==> src/design/hscr_pkg.sv <==
`timescale 1ns / 1ps
`default_nettype none
// ----------------------------------------------------------------------------
// hscr_pkg
// shared types and constants of the hall sample capture ring
// ----------------------------------------------------------------------------
package hscr_pkg;

    // input operation codes
    typedef enum logic [1:0] {
        OP_SAMPLE  = 2'd0,
        OP_QUERY   = 2'd1,
        OP_RESTART = 2'd2,
        OP_UNUSED  = 2'd3
    } op_t;

    // result status codes
    typedef enum logic [2:0] {
        STAT_STORED      = 3'd0,
        STAT_READ_FAILED = 3'd1,
        STAT_LIMIT_HIT   = 3'd2,
        STAT_DROPPED     = 3'd3,
        STAT_QUERY_ENTRY = 3'd4,
        STAT_RESTARTED   = 3'd5
    } status_t;

    // configuration register indexes
    typedef enum logic [1:0] {
        CFG_SCALE_ENABLE = 2'd0,
        CFG_GAIN_X       = 2'd1,
        CFG_GAIN_Y       = 2'd2,
        CFG_FAIL_LIMIT   = 2'd3
    } cfg_idx_t;

    localparam logic [15:0] GAIN_DEFAULT     = 16'd15284;
    localparam logic [7:0]  FAIL_LIMIT_RESET = 8'd10;
    localparam logic [7:0]  FAIL_COUNT_MAX   = 8'd255;

    // |raw| * 32767 stays below 2^30
    localparam int DVD_W     = 30;
    localparam int DIV_STEPS = DVD_W;
    localparam int DIV_CNT_W = 5;

    typedef struct packed {
        logic signed [31:0] x;
        logic signed [31:0] y;
        logic [63:0]        stamp;
    } ring_entry_t;

    // request into one divider lane
    typedef struct packed {
        logic               start;
        logic signed [15:0] raw;
        logic [15:0]        gain;
    } div_req_t;

    // answer from one divider lane
    typedef struct packed {
        logic               done;
        logic signed [31:0] quot;
    } div_rsp_t;

endpackage : hscr_pkg
`default_nettype wire

==> src/design/hscr_ring.sv <==
`timescale 1ns / 1ps
`default_nettype none
// ----------------------------------------------------------------------------
// hscr_ring
// sample store: one write port, one registered read port
// ----------------------------------------------------------------------------
module hscr_ring
    import hscr_pkg::*;
#(
    parameter int DEPTH  = 32,
    parameter int ADDR_W = 5
)
(
    input  wire logic              clk,
    input  wire logic              wr_en,
    input  wire logic [ADDR_W-1:0] wr_addr,
    input  wire ring_entry_t       wr_data,
    input  wire logic              rd_en,
    input  wire logic [ADDR_W-1:0] rd_addr,
    output ring_entry_t            rd_data
);

    ring_entry_t mem [DEPTH];
    ring_entry_t rd_data_reg;

    always_ff @(posedge clk)
    begin
        if (wr_en)
        begin
            mem[wr_addr] <= wr_data;
        end
    end

    always_ff @(posedge clk)
    begin
        if (rd_en)
        begin
            rd_data_reg <= mem[rd_addr];
        end
    end

    assign rd_data = rd_data_reg;

endmodule : hscr_ring
`default_nettype wire

==> config.mk <==
export PLATFORM = sky130hd
export DESIGN_NAME = hscr_ring
export DESIGN_NICKNAME = d
export VERILOG_FILES = /design/src/design/hscr_pkg.sv /design/src/design/hscr_ring.sv
export SDC_FILE = /design/constraint.sdc
export NUM_CORES = 2
export LEC_CHECK = 0
export BUFFER_PORTS_ARGS = -buffer_cell sky130_fd_sc_hd__buf_2
export CORE_MARGIN = 2
export CORE_UTILIZATION = 40
export CTS_CLUSTER_SIZE = 8
export DETAILED_ROUTE_END_ITERATION = 10
export MAX_ROUTING_LAYER = met4
export SLEW_MARGIN = 10
export SYNTH_ARGS = -nofsm -noshare
export SYNTH_HDL_FRONTEND = slang
export SYNTH_SLANG_ARGS = --single-unit
export TNS_END_PERCENT = 30
==> constraint.sdc <==
create_clock -name clk -period 10.8 [get_ports clk]
set_clock_uncertainty 0.05 [all_clocks]
set_input_delay 0 -clock clk [delete_from_list [all_inputs] [get_ports clk]]
set_output_delay 0 -clock clk [all_outputs]
set_load 0.02 [all_outputs]
==> reports/metrics.cfg <==
[run_status]
status = complete, no violations

[sta]
worst_slack_ns = 6.896
post-route-period-util_pct = 36.15
maxSlewHeadroom_pct = 12.71
min_period_ns = 3.904
rsz0062_at_grt = no
whs_ns = 0.04788
fmax_mhz = 256.1
maxSlewViolCount = 0
tns_ns = 0
hold_viol = 0
tightest_slew_ns = 1.309
setup_viol = 0

[floorplan]
num_rows = 229
coreArea_sq_um = 389400
fp.dieArea_sq_um = 396300
die_x_um = 629.5
pin_count = 269
die_h_um = 629.5
initial_core_util_pct = 40.20

[cts]
numClockSinks = 4224
path_clk_slew_ns = 0.05
cts_root_buffer = clkbuf_16
numCtsBuffers = 599
clock_latency_ns = 1.02
cts_resized = 0
htreeDepth = 6
cts_tree = done
cts_setup_buffers = 0
clk_path_buf_depth = 4

[place]
place.gp.congestion = 0.7468
dpl.hpwl_mm = 200.7
portBuffers = 268
preCtsSetupSlack_ns = 6.365

[worst_setup_path]
worstSetupStartpointType = input pin
path_max_fanout = 44
crit_type = input pin to flop
required_ns = 11.35
cp.arrival_ns = 4.46
cp_cell_sequence = dlygate4sd3_1 -> buf_2 -> or3b_2 -> dlygate4sd3_1 -> nor2_4 -> buf_4 -> buf_4
end_kind = flop
crit_slowest_cell = buf_4
cp.buffers_inverters = 5
slowest_delay_ns = 0.96
worst_path_dominant_cell_family = buffers and inverters

[global_routing]
grt_max_degree = 123
grt_pass1_vias = 77410
grt-ovfl-total = 0
antenna_found_initial = 48
grt_pass1_wl_mm = 594.7
grtUsageTotal_pct = 21.85

[synth]
synth_seq_cells = 4224
netlist_area_sq_um = 156500
yosys.cell_types.count = 27
ys_seq_area_share_pct = 81.04
synth-edff-count = 4224
syn-num-nets = 6581
synth_area_leaders = edfxtp_1 (81%), mux4_2 (14%), o22ai_1 (1.8%), mux2i_1 (0.87%), a22oi_1 (0.49%)
yosysMostFrequentCell = edfxtp_1
synth_top_area_share_pct = 81.04
async_reset_ff_share_pct = 0
yosysTopAreaCell = edfxtp_1
yosysWarningCount = 0
ys.flop_type = edfxtp_1
avgSynthCellArea_sq_um = 24.30
synth_cells = 6440
synth_common_cells = edfxtp_1 (4,224), mux4_2 (956), o22ai_1 (444)

[power_and_ir_drop]
clkPwrFrac_pct = 45.3
vdd_ir_drop_max_uv = 173.1
switching_share_pct = 21.10
powerDensity_nw_per_um2 = 199.8
power_frac_comb_pct = 4.3
p_int_uw = 28890
power.share.sequential_pct = 50.4
p_switching_uw = 7728
p_leak_uw = 0.05717

[worst_hold_path]
hold_path.class = input pin to flop

[routing]
vias_per_cell = 5.980
drt_iter0_drc = 8821
antenna_left = 0
wl_per_cell_um = 33.60
num_vias = 75690
drc_errors = 0
drt-total-wl_mm = 425.3
drtPass1Iterations = 5

[run]
drv_cap = 0

[finish]
final_nets = 7509
drive_gt1_share_pct = 28.31
nFillCells = 31270
largest_register_ffs = 4096
syn2layout_area_growth_pct = 17.09

[path summary, 6_finish.rpt]
path	startpoint	end	slack [ns]	cells past startpoint
max reg2reg	mem[15][40]$_DFFE_PP_	rd_data[40]$_DFFE_PP_	8.69	4
max	wr_addr[1]	mem[24][29]$_DFFE_PP_	6.90	7
min	wr_data[19]	mem[22][19]$_DFFE_PP_	0.05	2
min reg2reg	mem[7][24]$_DFFE_PP_	rd_data[24]$_DFFE_PP_	0.72	3
[cells by family (layout without fill, tap and decap cells)]
| kind of cell | count (synthesis) | count (layout) | synth area share (%) |
|---|---|---|---|
| DFF | 4224 | 4224 | 81.04 |
| AOI/OAI and AO/OA | 546 | 546 | 2.264 |
| buffers and inverters | 352 | 1347 | 1.245 |
| muxes | 1092 | 1092 | 14.63 |
| and+or+nand+nor | 226 | 226 | 0.8250 |
| other | 0 | 26 | 0 |
[per-stage QoR]
stage	total power, uW	utilization (%)	area (sq um)	cells
floorplan	19570	-	156500	6440
global placement	20220	42.22	164400	11710
detailed placement	20260	42.22	164400	11710
CTS	36910	47.05	183200	12630
global route	37660	47.06	183300	12650
finish	36620	47.07	183300	12660
[repair_timing]
item / 4_1_cts / 5_1_grt
setup endpoints to repair: 0 / 0
hold buffers: 254 / 0
endpoints found under the hold margin: 4463 / 0
[cell type report]
cell class | instances | area [sq um] | area share [%]
timing repair buffer | 679 | 5485 | 2.993
tap | 5197 | 6502 | 3.548
clock inverter | 56 | 1056 | 0.5762
sequential | 4224 | 126800 | 69.21
antenna | 26 | 65.06 | 0.03550
clock buffer | 612 | 15190 | 8.287
multi-input combinational | 1864 | 28130 | 15.35
[metal layers]
layer	GRT usage, %	up-vias	part of all wire [%]
met2	34.80	3866	49
met1	28.75	41270	39
met4	6.866	0	3.1
li1	-	29800	-
met3	3.933	759	8.3
met5	-	-	0
[power by group through the flow]
stage | sequential (uW) | clock [uW] | combinational, uW
global route | 18400 | 17500 | 1690
global placement | 18700 | 0 | 1490
detailed placement | 18700 | 0 | 1510
CTS | 18500 | 16900 | 1610
floorplan | 18800 | 0 | 798
finish | 18400 | 16600 | 1590
[cell usage in the layout, fill, tap and decap left out, types with 3 or more instances in the layout]
cell           netlist  final
edfxtp_1          4224   4224
mux4_2             956    956
clkbuf_16            0    606
o22ai_1            444    444
buf_2               94    266
dlygate4sd3_1        0    252
mux2i_1            136    136
buf_4               67    127
a22oi_1            102    102
nor4_1             111     97
nand3_1             37     36
nor2_4               0     33
buf_12               0     31
diode_2              0     26
nand4_1             17     17
clkinv_8             0     17
clkinv_16            0     15
nor4_2               0     14
inv_16               0     10
inv_6                0     10
nand3b_1             6      6
clkbuf_1           108      6
or3b_2               4      3
clkinv_1             0      3
No activity file was read; power rests on OpenSTA's default activity.
