$ cat src/design/hscr_pkg.sv
`timescale 1ns / 1ps
`default_nettype none
// ----------------------------------------------------------------------------
// hscr_pkg
// shared types and constants of the hall sample capture ring
// ----------------------------------------------------------------------------
package hscr_pkg;

    // input operation codes
    typedef enum logic [1:0] {
        OP_SAMPLE  = 2'd0,
        OP_QUERY   = 2'd1,
        OP_RESTART = 2'd2,
        OP_UNUSED  = 2'd3
    } op_t;

    // result status codes
    typedef enum logic [2:0] {
        STAT_STORED      = 3'd0,
        STAT_READ_FAILED = 3'd1,
        STAT_LIMIT_HIT   = 3'd2,
        STAT_DROPPED     = 3'd3,
        STAT_QUERY_ENTRY = 3'd4,
        STAT_RESTARTED   = 3'd5
    } status_t;

    // configuration register indexes
    typedef enum logic [1:0] {
        CFG_SCALE_ENABLE = 2'd0,
        CFG_GAIN_X       = 2'd1,
        CFG_GAIN_Y       = 2'd2,
        CFG_FAIL_LIMIT   = 2'd3
    } cfg_idx_t;

    localparam logic [15:0] GAIN_DEFAULT     = 16'd15284;
    localparam logic [7:0]  FAIL_LIMIT_RESET = 8'd10;
    localparam logic [7:0]  FAIL_COUNT_MAX   = 8'd255;

    // |raw| * 32767 stays below 2^30
    localparam int DVD_W     = 30;
    localparam int DIV_STEPS = DVD_W;
    localparam int DIV_CNT_W = 5;

    typedef struct packed {
        logic signed [31:0] x;
        logic signed [31:0] y;
        logic [63:0]        stamp;
    } ring_entry_t;

    // request into one divider lane
    typedef struct packed {
        logic               start;
        logic signed [15:0] raw;
        logic [15:0]        gain;
    } div_req_t;

    // answer from one divider lane
    typedef struct packed {
        logic               done;
        logic signed [31:0] quot;
    } div_rsp_t;

endpackage : hscr_pkg
`default_nettype wire

$ cat src/design/hscr_div.sv
`timescale 1ns / 1ps
`default_nettype none
// ----------------------------------------------------------------------------
// hscr_div
// bit-serial signed scaling lane: raw * 32767 / gain, truncating toward zero
// ----------------------------------------------------------------------------
module hscr_div
    import hscr_pkg::*;
(
    input  wire logic     clk,
    input  wire logic     rst_n,
    input  wire div_req_t req,
    output div_rsp_t      rsp
);

    logic                 active_reg, active_next;
    logic                 done_reg, done_next;
    logic [DIV_CNT_W-1:0] cnt_reg, cnt_next;
    logic [16:0]          rem_reg, rem_next;
    logic [DVD_W-1:0]     dvd_reg, dvd_next;
    logic [15:0]          gain_reg, gain_next;
    logic                 neg_reg, neg_next;

    logic [16:0] raw_ext;
    logic [16:0] mag;
    logic [31:0] prod;
    logic [16:0] rem_sh;
    logic [17:0] diff;
    logic [31:0] q_ext;

    // magnitude times 32767 as a shift and subtract
    assign raw_ext = {req.raw[15], req.raw};
    assign mag     = req.raw[15] ? (17'd0 - raw_ext) : raw_ext;
    assign prod    = {mag, 15'd0} - {15'd0, mag};

    // one restoring step per cycle
    assign rem_sh = {rem_reg[15:0], dvd_reg[DVD_W-1]};
    assign diff   = {1'b0, rem_sh} - {2'b00, gain_reg};

    always_comb
    begin
        active_next = active_reg;
        done_next   = 1'b0;
        cnt_next    = cnt_reg;
        rem_next    = rem_reg;
        dvd_next    = dvd_reg;
        gain_next   = gain_reg;
        neg_next    = neg_reg;
        if (req.start)
        begin
            active_next = 1'b1;
            cnt_next    = '0;
            rem_next    = '0;
            dvd_next    = prod[DVD_W-1:0];
            gain_next   = (req.gain == 16'd0) ? GAIN_DEFAULT : req.gain;
            neg_next    = req.raw[15];
        end
        else if (active_reg)
        begin
            if (!diff[17])
            begin
                rem_next = diff[16:0];
                dvd_next = {dvd_reg[DVD_W-2:0], 1'b1};
            end
            else
            begin
                rem_next = rem_sh;
                dvd_next = {dvd_reg[DVD_W-2:0], 1'b0};
            end
            cnt_next = cnt_reg + 1'b1;
            if (cnt_reg == DIV_CNT_W'(DIV_STEPS - 1))
            begin
                active_next = 1'b0;
                done_next   = 1'b1;
            end
        end
    end

    always_ff @(posedge clk or negedge rst_n)
    begin
        if (!rst_n)
        begin
            active_reg <= 1'b0;
            done_reg   <= 1'b0;
            cnt_reg    <= '0;
        end
        else
        begin
            active_reg <= active_next;
            done_reg   <= done_next;
            cnt_reg    <= cnt_next;
        end
    end

    always_ff @(posedge clk)
    begin
        rem_reg  <= rem_next;
        dvd_reg  <= dvd_next;
        gain_reg <= gain_next;
        neg_reg  <= neg_next;
    end

    assign q_ext    = {{(32 - DVD_W){1'b0}}, dvd_reg};
    assign rsp.done = done_reg;
    assign rsp.quot = neg_reg ? (32'd0 - q_ext) : q_ext;

endmodule : hscr_div
`default_nettype wire

$ cat config.mk
export PLATFORM = sky130hd
export DESIGN_NAME = hscr_div
export DESIGN_NICKNAME = d
export VERILOG_FILES = /design/src/design/hscr_pkg.sv /design/src/design/hscr_div.sv
export SDC_FILE = /design/constraint.sdc
export NUM_CORES = 1
export LEC_CHECK = 0
export BUFFER_PORTS_ARGS = -buffer_cell sky130_fd_sc_hd__buf_2
export CAP_MARGIN = 40
export CORE_MARGIN = 2
export CORE_UTILIZATION = 34
export DETAILED_ROUTE_END_ITERATION = 8
export PLACE_DENSITY = 0.52
export RECOVER_POWER = 25
export SYNTH_ARGS = -nofsm -noshare
export SYNTH_HDL_FRONTEND = slang
export SYNTH_SLANG_ARGS = --single-unit
$ cat constraint.sdc
create_clock -name clk -period 6.63 [get_ports clk]
set_clock_uncertainty 0.05 [all_clocks]
set_input_delay 1.989 -clock clk [delete_from_list [all_inputs] [get_ports clk]]
set_output_delay 1.989 -clock clk [all_outputs]
set_load 0.005 [all_outputs]
==> metrics.yaml, run 1 <==
sta:
  max_freq_ghz: 0.1798
  setup_violations: 0
  layout_min_cycle_time_ns: 5.563
  finalSetupTns_ns: 0
  slew_viol_final: 0
  rsz0062_at_grt: "false"
  relSlewSlack_pct: 23.77
  period_share_pct: 83.90
  tightest_slew_ns: 1.143
  final_hold_viol_count: 0
yosys:
  yosysWarnings: 0
  synth_area_per_cell_um2: 8.693
  synth_seq_area_share_pct: 34.71
  synthTopCellsByArea: "edfxtp_1 26%, xnor2_1 9.1%, dfxtp_1 5.8%"
  synth-async-reset-ratio_pct: 10.00
  synth_area_leader_cell: "edfxtp_1"
  syn-num-nets: 691
  synthesis.area_um2: 5494
  synth_most_common_cell: "xnor2_1"
  synthTopCellsByCount: "57 x xnor2_1, 55 x nand2_1, 51 x nor2_1"
  ys_types: 68
  synth_cells: 632
  ys_ff_latch: 70
  synth-edff-count: 47
  yosys_most_used_dff: "edfxtp_1"
  synth_top_area_share_pct: 25.69
place:
  dpl.hpwl_um: 10950
  portBuffers: 67
  place.gp.congestion: 0.8539
  postPlaceCellArea_um2: 6001
finish:
  fillers: 1627
  diodes: 0
  design_area_um2: 6245
  fin_util_pct: 39.45
  syn_to_final_growth_pct: 13.66
  largest_reg_flops: 30
  drive_gt1_share_pct: 12.50
  layout.nets: 734
grt:
  antenna_found_initial: 0
  grt_max_degree: 70
  grt_pass1_vias: 4385
  grtUsageTotal_pct: 16.45
  grt_pass1_wl_um: 23340
  overflow: 0
power:
  p_total_mw: 1.765
  powerDensity_nw_per_um2: 282.6
  p_leak_nw: 2.338
  peakVddDrop_mv: 0.1419
clocking:
  cts_buffers: 9
  worstSkewPairLatency_ns: 0.33
  cts_setup_buffers: 0
  clockRootBuffer: "clkbuf_16"
  cts_hold_buffers: 0
  htree_num_levels: 3
  cts_tree: "yes"
  clock-sinks: 70
  clk_pin_slew_ns: 0.05
  clk_path_buf_depth: 2
  cts-resized-gates: 0
routing:
  via_count: 4827
  wl_per_cell_um: 15.92
  first_pass_iters: 4
  drc: 0
  route.final.wire_length_um: 14260
  drt_iter0_markers: 320
  ant_nets: 0
  drt-vias-per-instance: 5.387
critical_path:
  reg2reg_from: "gain_reg[1]"
  cp.required_ns: 6.77
  startpoint: "req[16]"
  worst_ep_arrival_time_ns: 5.71
  crit_fanout: 9
  cp-start-kind: "input port"
  crit_path_end_kind: "flop"
  setup.worst_path.class: "input port to flop"
die:
  core_region_area_um2: 15830
  dieArea_um2: 17190
  die_w_um: 131.1
  row_count: 46
  floorplan.initialDensity_pct: 34.71
  dieHeight_um: 131.1
  ios: 68
flow_run:
  maxCapViolations: 0
min_path:
  min_from: "rem_reg[11]"
  worstHoldPathType: "flop to flop"
run_status:
  status: "complete, no violations"
[worst max-delay path, cell delays in order]
cell	delay, ns
buf_2	0.14
or4_1	0.71
nor4_1	0.30
or4b_2	0.63
ha_1	0.22
a21oi_1	0.31
nand3_1	0.31
or3_1	0.47
or4_1	0.53
nand3_1	0.09
[cells by family after synthesis]
family / after synthesis / synth area share [%]
and+or+nand+nor: 237 / 22.61
AOI/OAI and AO/OA: 151 / 19.84
buffers and inverters: 76 / 5.443
xor gates and xnor gates: 71 / 11.32
DFF: 70 / 34.71
adders and majority gates: 24 / 5.602
muxes: 2 / 0.4099
other: 1 / 0.06826
[layout make-up]
cell class	count	area, um^2	area share (%)
clock buffers	10	229.0	3.667
clock inverters	6	52.55	0.8415
well taps	216	270.3	4.328
repair buffers	73	366.6	5.871
flip-flops and latches	70	1907	30.53
inverters	35	131.4	2.104
multi-input cells	486	3288	52.65
[power by group]
| part | internal [mW] | switching (mW) |
|---|---|---|
| sequential | 0.554 | 0.0862 |
| combinational | 0.288 | 0.376 |
| clock | 0.286 | 0.175 |
| total | 1.13 | 0.637 |
[cell usage in the layout (no fill, tap or decap), types with 3 or more instances in the layout]
cell type,synthesis,final
o21a_1,8,8
o311ai_0,3,3
o211ai_1,9,9
xnor2_1,57,57
a311oi_1,9,9
clkbuf_16,0,9
inv_1,35,35
nand4_1,8,8
nor2b_1,7,7
dfxtp_1,16,16
o41ai_1,9,9
o21ai_0,22,22
or4_1,12,12
nand4b_1,3,3
nor4_1,14,14
a31oi_1,7,7
clkinv_1,0,4
a21oi_1,29,29
nand2b_1,15,15
ha_1,23,23
buf_2,2,56
nand3_1,22,22
and3_1,6,6
a41oi_1,3,3
edfxtp_1,47,47
a21o_1,3,3
o2111ai_1,3,3
or3_1,9,9
o21ai_1,3,3
a211oi_1,4,4
buf_4,3,3
nand2_1,55,55
nor2_1,51,51
or2_2,3,3
o31ai_1,13,13
o31a_1,4,4
dfrtp_1,7,7
xor2_1,14,14
nor3_1,20,20
clkbuf_1,32,13
[metal layers]
metal  vias to the layer above  GRT usage (%)  routed length [um]  part of all wire, %
li1                       2430              -                   -                    -
met1                      2252          26.57                7749                   54
met2                       138          22.37                5630                   39
met3                         7          3.009                 760                  5.3
met4                         0          3.442                 122                 0.86
met5                         -              0                   0                    0
[path summary, 6_finish.rpt]
kind / depth (start not counted) / slack [ns] / end
worst min-delay path: 2 / 0.46 / rem_reg[12]
worst max register to register: 9 / 3.45 / dvd_reg[0]
max in group asynchronous: 1 / 4.76 / active_reg
worst min register to register: 2 / 0.46 / rem_reg[12]
min in group asynchronous: 1 / 1.49 / cnt_reg[0]
worst max-delay path: 10 / 1.07 / dvd_reg[28]
[through the flow]
| step | setup WS [ns] | hold slack (ns) | cells |
|---|---|---|---|
| after CTS | 1.081 | 0.4626 | 896 |
| after global routing | 0.7693 | 0.4820 | 896 |
| final | 1.067 | 0.4578 | 896 |
| after detailed placement | 0.7763 | 0.4549 | 880 |
| after global placement | 0.7897 | 0.4456 | 877 |
| after floorplan | 1.224 | 0.4213 | 632 |
Note: power is estimated with default switching activity, not from simulation.
==> run 2: changes to the inputs <==
==> constraint.sdc (replaced) <==
create_clock -name clk -period 5.3 [get_ports clk]
set_clock_uncertainty 0.05 [all_clocks]
set_input_delay 1.59 -clock clk [delete_from_list [all_inputs] [get_ports clk]]
set_output_delay 1.59 -clock clk [all_outputs]
set_load 0.005 [all_outputs]
==> metrics.yaml, run 2 (same netlist as run 1, synthesis figures left out) <==
finish:
  syn_to_final_growth_pct: 15.35  # was 13.66%
  layout.nets: 745  # was 734
  mostFrequentLayoutCells: "57 x xnor2_1, 56 x buf_2, 55 x nand2_1, 51 x nor2_1, 47 x edfxtp_1"  # unchanged
  fillers: 1613  # was 1627
  final_common_cell: "xnor2_1"  # unchanged
  drive_gt1_share_pct: 14.62  # was 12.50%
  diodes: 0  # unchanged
  largest_reg_flops: 30  # unchanged
critical_path:
  crit_fanout: 5  # was 9
  cp.required_ns: 3.66  # was 6.77 ns
  slowest_stage: "or4_1"  # unchanged
  critPathBufInv: 2  # was 1
  cp-start-kind: "flop"  # was input port
  max_stage_delay_ns: 0.61  # was 0.71 ns
  crit_path_end_kind: "primary output"  # was flop
  worst_ep_arrival_time_ns: 3.14  # was 5.71 ns
  critical_path.top_delay_family: "simple AND/OR/NAND/NOR gates"  # unchanged
  cp_cell_sequence: "or4_1 > nor4_1 > buf_4 > nand3_1 > o31ai_1 > nand2_1 > a21oi_1 > xnor2_1 > buf_2"  # was buf_2 > or4_1 > nor4_1 > or4b_2 > ha_1 > a21oi_1 > nand3_1 > or3_1 > or4_1 > nand3_1
  setup.worst_path.class: "flop to primary output"  # was input port to flop
sta:
  slew_viol_final: 43  # was 0
  rsz0062_at_grt: "false"  # unchanged
  setup_violations: 0  # unchanged
  relSlewSlack_pct: -25.95  # was 23.77%
  layout_min_cycle_time_ns: 4.783
  period_share_pct: 90.25
  finalSetupTns_ns: 0  # unchanged
  tightest_slew_ns: 1.889  # was 1.143 ns
  final_hold_viol_count: 0  # unchanged
  max_freq_ghz: 0.2091
routing:
  ant_nets: 0  # unchanged
  route.final.wire_length_um: 14530  # was 14260 um
  first_pass_iters: 4  # unchanged
  drc: 0  # unchanged
  via_count: 4895  # was 4827
  drt_iter0_markers: 335  # was 320
  drt-vias-per-instance: 5.397  # was 5.387
  wl_per_cell_um: 16.02  # was 15.92 um
grt:
  grtUsageTotal_pct: 16.84  # was 16.45%
  grt_max_degree: 49  # was 70
  grt_pass1_wl_um: 23970  # was 23340 um
  overflow: 0  # unchanged
  antenna_found_initial: 0  # unchanged
  grt_pass1_vias: 4617  # was 4385
clocking:
  cts-resized-gates: 0  # unchanged
  cts_tree: "yes"  # unchanged
  worstSkewPairLatency_ns: 0.33  # about the same
  clockRootBuffer: "clkbuf_16"  # unchanged
  clk_pin_slew_ns: 0.06  # was 0.05 ns
  htree_num_levels: 3  # unchanged
  cts_hold_buffers: 0  # unchanged
  clk_path_buf_depth: 2  # unchanged
  clock-sinks: 70  # unchanged
  cts_buffers: 9  # unchanged
  cts_setup_buffers: 0  # unchanged
power:
  p_total_mw: 2.224  # was 1.765 mW
  powerDensity_nw_per_um2: 351.0  # was 282.6 nW/um^2
  peakVddDrop_mv: 0.1934  # was 0.1419 mV
  pwr-share-comb_pct: 37.7  # was 37.6%
  clkPwrFrac_pct: 26.5  # was 26.1%
  switching_share_pct: 36.13  # was 36.09%
  p_leak_nw: 2.404  # was 2.338 nW
  p_int_mw: 1.421  # was 1.128 mW
  p_sw_mw: 0.8036  # was 0.6369 mW
  seq_power_share_pct: 35.9  # was 36.3%
die:
  ios: 68  # unchanged
  row_count: 46  # unchanged
  die_w_um: 131.1  # unchanged
  core_region_area_um2: 15830  # unchanged
  floorplan.initialDensity_pct: 34.71  # unchanged
  dieHeight_um: 131.1  # unchanged
  dieArea_um2: 17190  # unchanged
min_path:
  worstHoldPathType: "flop to flop"  # unchanged
place:
  dpl.hpwl_um: 11050  # was 10950 um
  portBuffers: 67  # unchanged
  place.gp.congestion: 0.8955  # was 0.8539
run_status:
  violations: "max-capacitance violations, max-slew violations"
  status: "finished, violations left"  # was complete, no violations
flow_run:
  maxCapViolations: 1  # was 0
[run 2: changes by cell type in the layout (fill, tap and decap cells not counted), sizes merged]
cell / change
buf: +10
clkinv: +1
[run 2: metal layers]
layer,part of all wire [%],GRT usage [%]
met4,0.99,3.744
met3,4.8,2.546
met1,53,26.54
met5,0,0
met2,41,24.01
[run 2: stage by stage]
step / hold slack (ns) / instances / util (%) / cell area [um^2] / setup WS [ns]
CTS: 0.4532 / 907 / 40.17 / 6357 / 0.5059
floorplan: 0.4213 / 632 / - / 5494 / 0.2927
finish: 0.4475 / 907 / 40.04 / 6337 / 0.5167
detailed placement: 0.4464 / 891 / 38.33 / 6067 / 0.3631
global placement: 0.4416 / 890 / 38.24 / 6052 / 0.3931
global route: 0.4699 / 907 / 40.04 / 6337 / 0.2294
[run 2: worst min-delay path: stages, from the launching register on]
cell	delay, ns
dfxtp_1	0.32
nand2_1	0.06
a311oi_1	0.07
[run 2: power by group through the flow]
stage / Combinational [mW] / Clock [mW] / Sequential (mW)
final: 0.838 / 0.589 / 0.798
after detailed placement: 0.833 / 0 / 0.806
after CTS: 0.838 / 0.601 / 0.796
after floorplan: 0.614 / 0 / 0.768
after global placement: 0.819 / 0 / 0.802
after global routing: 0.940 / 0.623 / 0.811
[run 2: worst paths after layout]
path	start	end	slack, ns	cells after the start
min in group asynchronous	rst_n	cnt_reg[3]	1.10	1
setup / recovery	dvd_reg[5]	rsp[28]	0.52	9
max in group asynchronous	rst_n	done_reg	3.81	1
hold / removal	rem_reg[3]	rem_reg[4]	0.45	2
setup reg to reg	gain_reg[1]	dvd_reg[0]	2.16	9
hold reg to reg	rem_reg[3]	rem_reg[4]	0.45	2
[run 2: layout make-up]
class / count / area [um^2] / share of cell area [%]
timing repair buffer: 84 / 450.4 / 7.108
clock inverter: 7 / 65.06 / 1.027
tap: 216 / 270.3 / 4.265
sequential: 70 / 1907 / 30.09
clock buffer: 9 / 225.2 / 3.554
multi-input combinational: 486 / 3288 / 51.89
inverter: 35 / 131.4 / 2.073
==> run 3: changes to the inputs <==
--- a/config.mk
+++ b/config.mk
@@ -7,11 +7,14 @@
 export LEC_CHECK = 0
 export BUFFER_PORTS_ARGS = -buffer_cell sky130_fd_sc_hd__buf_2
 export CAP_MARGIN = 40
+export CELL_PAD_IN_SITES_DETAIL_PLACEMENT = 1
+export CELL_PAD_IN_SITES_GLOBAL_PLACEMENT = 1
 export CORE_MARGIN = 2
 export CORE_UTILIZATION = 34
 export DETAILED_ROUTE_END_ITERATION = 8
-export PLACE_DENSITY = 0.52
+export PLACE_DENSITY = 0.65
 export RECOVER_POWER = 25
+export REMOVE_ABC_BUFFERS = 1
 export SYNTH_ARGS = -nofsm -noshare
 export SYNTH_HDL_FRONTEND = slang
 export SYNTH_SLANG_ARGS = --single-unit
==> metrics.yaml, run 3 (same netlist as run 1, synthesis figures left out) <==
critical_path:
  crit_path_end_kind: "primary output"  # unchanged
  cp_cell_sequence: "or4_1 > nor4_2 > buf_4 > nand3_1 > o31ai_1 > nand2_1 > a21oi_1 > xnor2_1 > buf_2"  # was or4_1 > nor4_1 > buf_4 > nand3_1 > o31ai_1 > nand2_1 > a21oi_1 > xnor2_1 > buf_2
  r2r_cells: 10  # was 9
  setup.worst_path.class: "flop to primary output"  # unchanged
  cp-start-kind: "flop"  # unchanged
  critical_path.top_delay_family: "simple AND/OR/NAND/NOR gates"  # unchanged
  crit_fanout: 5  # unchanged
  reg2reg_to: "rem_reg[3]"  # was dvd_reg[0]
  slowest_stage: "or4_1"  # unchanged
  worst_ep_arrival_time_ns: 3.32  # was 3.14 ns
  rrSetupSlack_ns: 1.98  # was 2.16 ns
  critPathBufInv: 2  # unchanged
  reg2reg_from: "gain_reg[1]"  # unchanged
  startpoint: "dvd_reg[6]"  # was dvd_reg[5]
  max_stage_delay_ns: 0.67  # was 0.61 ns
  cp.required_ns: 3.66  # about the same
sta:
  relSlewSlack_pct: -24.29  # was -25.95%
  rsz0062_at_grt: "false"  # unchanged
  setup_slack_ns: 0.3426  # was 0.5167 ns
  period_share_pct: 93.54  # was 90.25%
  tightest_slew_ns: 1.864  # was 1.889 ns
  whs_ns: 0.4596  # was 0.4475 ns
  max_freq_ghz: 0.2017  # was 0.2091 GHz
  setup_violations: 0  # unchanged
  layout_min_cycle_time_ns: 4.957  # was 4.783 ns
  slew_viol_final: 87  # was 43
  finalSetupTns_ns: 0  # unchanged
  final_hold_viol_count: 0  # unchanged
power:
  p_leak_nw: 2.411  # was 2.404 nW
  powerDensity_nw_per_um2: 353.8  # was 351.0 nW/um^2
  p_total_mw: 2.244  # was 2.224 mW
  peakVddDrop_mv: 0.1580  # was 0.1934 mV
clocking:
  htree_num_levels: 3  # unchanged
  cts_hold_buffers: 0  # unchanged
  cts_tree: "yes"  # unchanged
  cts_buffers: 9  # unchanged
  clk_path_buf_depth: 2  # unchanged
  clk_pin_slew_ns: 0.06  # about the same
  cts_setup_buffers: 0  # unchanged
  clock-sinks: 70  # unchanged
  worstSkewPairLatency_ns: 0.35  # was 0.33 ns
  clockRootBuffer: "clkbuf_16"  # unchanged
run_status:
  violations: "max-capacitance violations, max-slew violations"  # unchanged
  status: "finished, violations left"  # unchanged
grt:
  overflow: 0  # unchanged
  grtUsageTotal_pct: 19.52  # was 16.84%
  grt_max_degree: 87  # was 49
  antenna_found_initial: 0  # unchanged
  grt_pass1_wl_um: 27260  # was 23970 um
  grt_pass1_vias: 5078  # was 4617
min_path:
  hold_end: "rem_reg[12]"  # was rem_reg[4]
  whs_path_depth: 2  # unchanged
  min_from: "rem_reg[11]"  # was rem_reg[3]
  worstHoldPathType: "flop to flop"  # unchanged
routing:
  first_pass_iters: 4  # unchanged
  wl_per_cell_um: 18.27  # was 16.02 um
  drt_iter0_markers: 317  # was 335
  via_count: 5036  # was 4895
  drt-vias-per-instance: 5.546  # was 5.397
  drc: 0  # unchanged
  ant_nets: 0  # unchanged
  route.final.wire_length_um: 16590  # was 14530 um
finish:
  drive_gt1_share_pct: 15.46  # was 14.62%
  fin_cells: 908  # was 907
  mostFrequentLayoutCells: "62 x buf_2, 57 x xnor2_1, 55 x nand2_1, 51 x nor2_1, 47 x edfxtp_1"  # was 57 x xnor2_1, 56 x buf_2, 55 x nand2_1, 51 x nor2_1, 47 x edfxtp_1
  largest_reg_flops: 30  # unchanged
  layout.nets: 746  # was 745
  final_common_cell: "buf_2"  # was xnor2_1
  diodes: 0  # unchanged
  fillers: 1891  # was 1613
  syn_to_final_growth_pct: 15.42  # was 15.35%
  fin_util_pct: 40.06  # was 40.04%
  design_area_um2: 6341  # was 6337 um^2
die:
  dieHeight_um: 131.1  # unchanged
  floorplan.initialDensity_pct: 34.71  # unchanged
  ios: 68  # unchanged
  row_count: 46  # unchanged
  core_region_area_um2: 15830  # unchanged
  dieArea_um2: 17190  # unchanged
  die_w_um: 131.1  # unchanged
flow_run:
  maxCapViolations: 1  # unchanged
place:
  postPlaceCellArea_um2: 6097  # was 6067 um^2
  dpl.hpwl_um: 12600  # was 11050 um
  place.gp.congestion: 0.8709  # was 0.8955
  pre_cts_ws_ns: 0.3104  # was 0.3631 ns
  place_inst: 891  # unchanged
  portBuffers: 67  # unchanged
[run 3: worst reg2reg max path, cell delays in order (launching register included)]
cell	delay [ns]
edfxtp_1	0.43
inv_1	0.09
ha_1	0.22
nor2b_1	0.14
o31a_1	0.28
o31ai_1	0.42
a31oi_1	0.30
a2111oi_2	0.58
buf_4	0.28
nor2_1	0.07
a2111oi_0	0.32
[run 3: worst max-delay path by stage]
stage	to	cells past startpoint
after global placement	dvd_reg[28]	10
after global routing	rsp[27]	9
after floorplan	dvd_reg[28]	9
final	rsp[28]	9
after CTS	rsp[28]	9
after detailed placement	dvd_reg[28]	10
[run 3: timing repair]
| item | CTS | global route |
|---|---|---|
| hold endpoints to repair | 0 | 0 |
| gates resized for setup | 0 | 1 |
| setup endpoints to repair | 0 | 1 |
[run 3: area by class of cell]
class | instances | area [um^2] | share of cell area, %
well taps | 216 | 270.3 | 4.262
clock buffers | 9 | 225.2 | 3.552
flip-flops and latches | 70 | 1907 | 30.07
clock inverters | 7 | 55.05 | 0.8682
inverters | 35 | 131.4 | 2.072
multi-input cells | 486 | 3294 | 51.95
repair buffers | 85 | 457.9 | 7.222
[run 3: metal layers]
metal | GRT usage, % | wire [um]
met1 | 27.80 | 8278
met2 | 30.44 | 7547
met3 | 3.549 | 546
met4 | 5.374 | 218
met5 | 0 | 0
[run 3: power breakdown]
part	total, mW	switching [mW]	internal (mW)	leakage [nW]
logic	0.870	0.496	0.374	1.57
clock network	0.578	0.256	0.322	0.135
registers	0.795	0.102	0.693	0.703
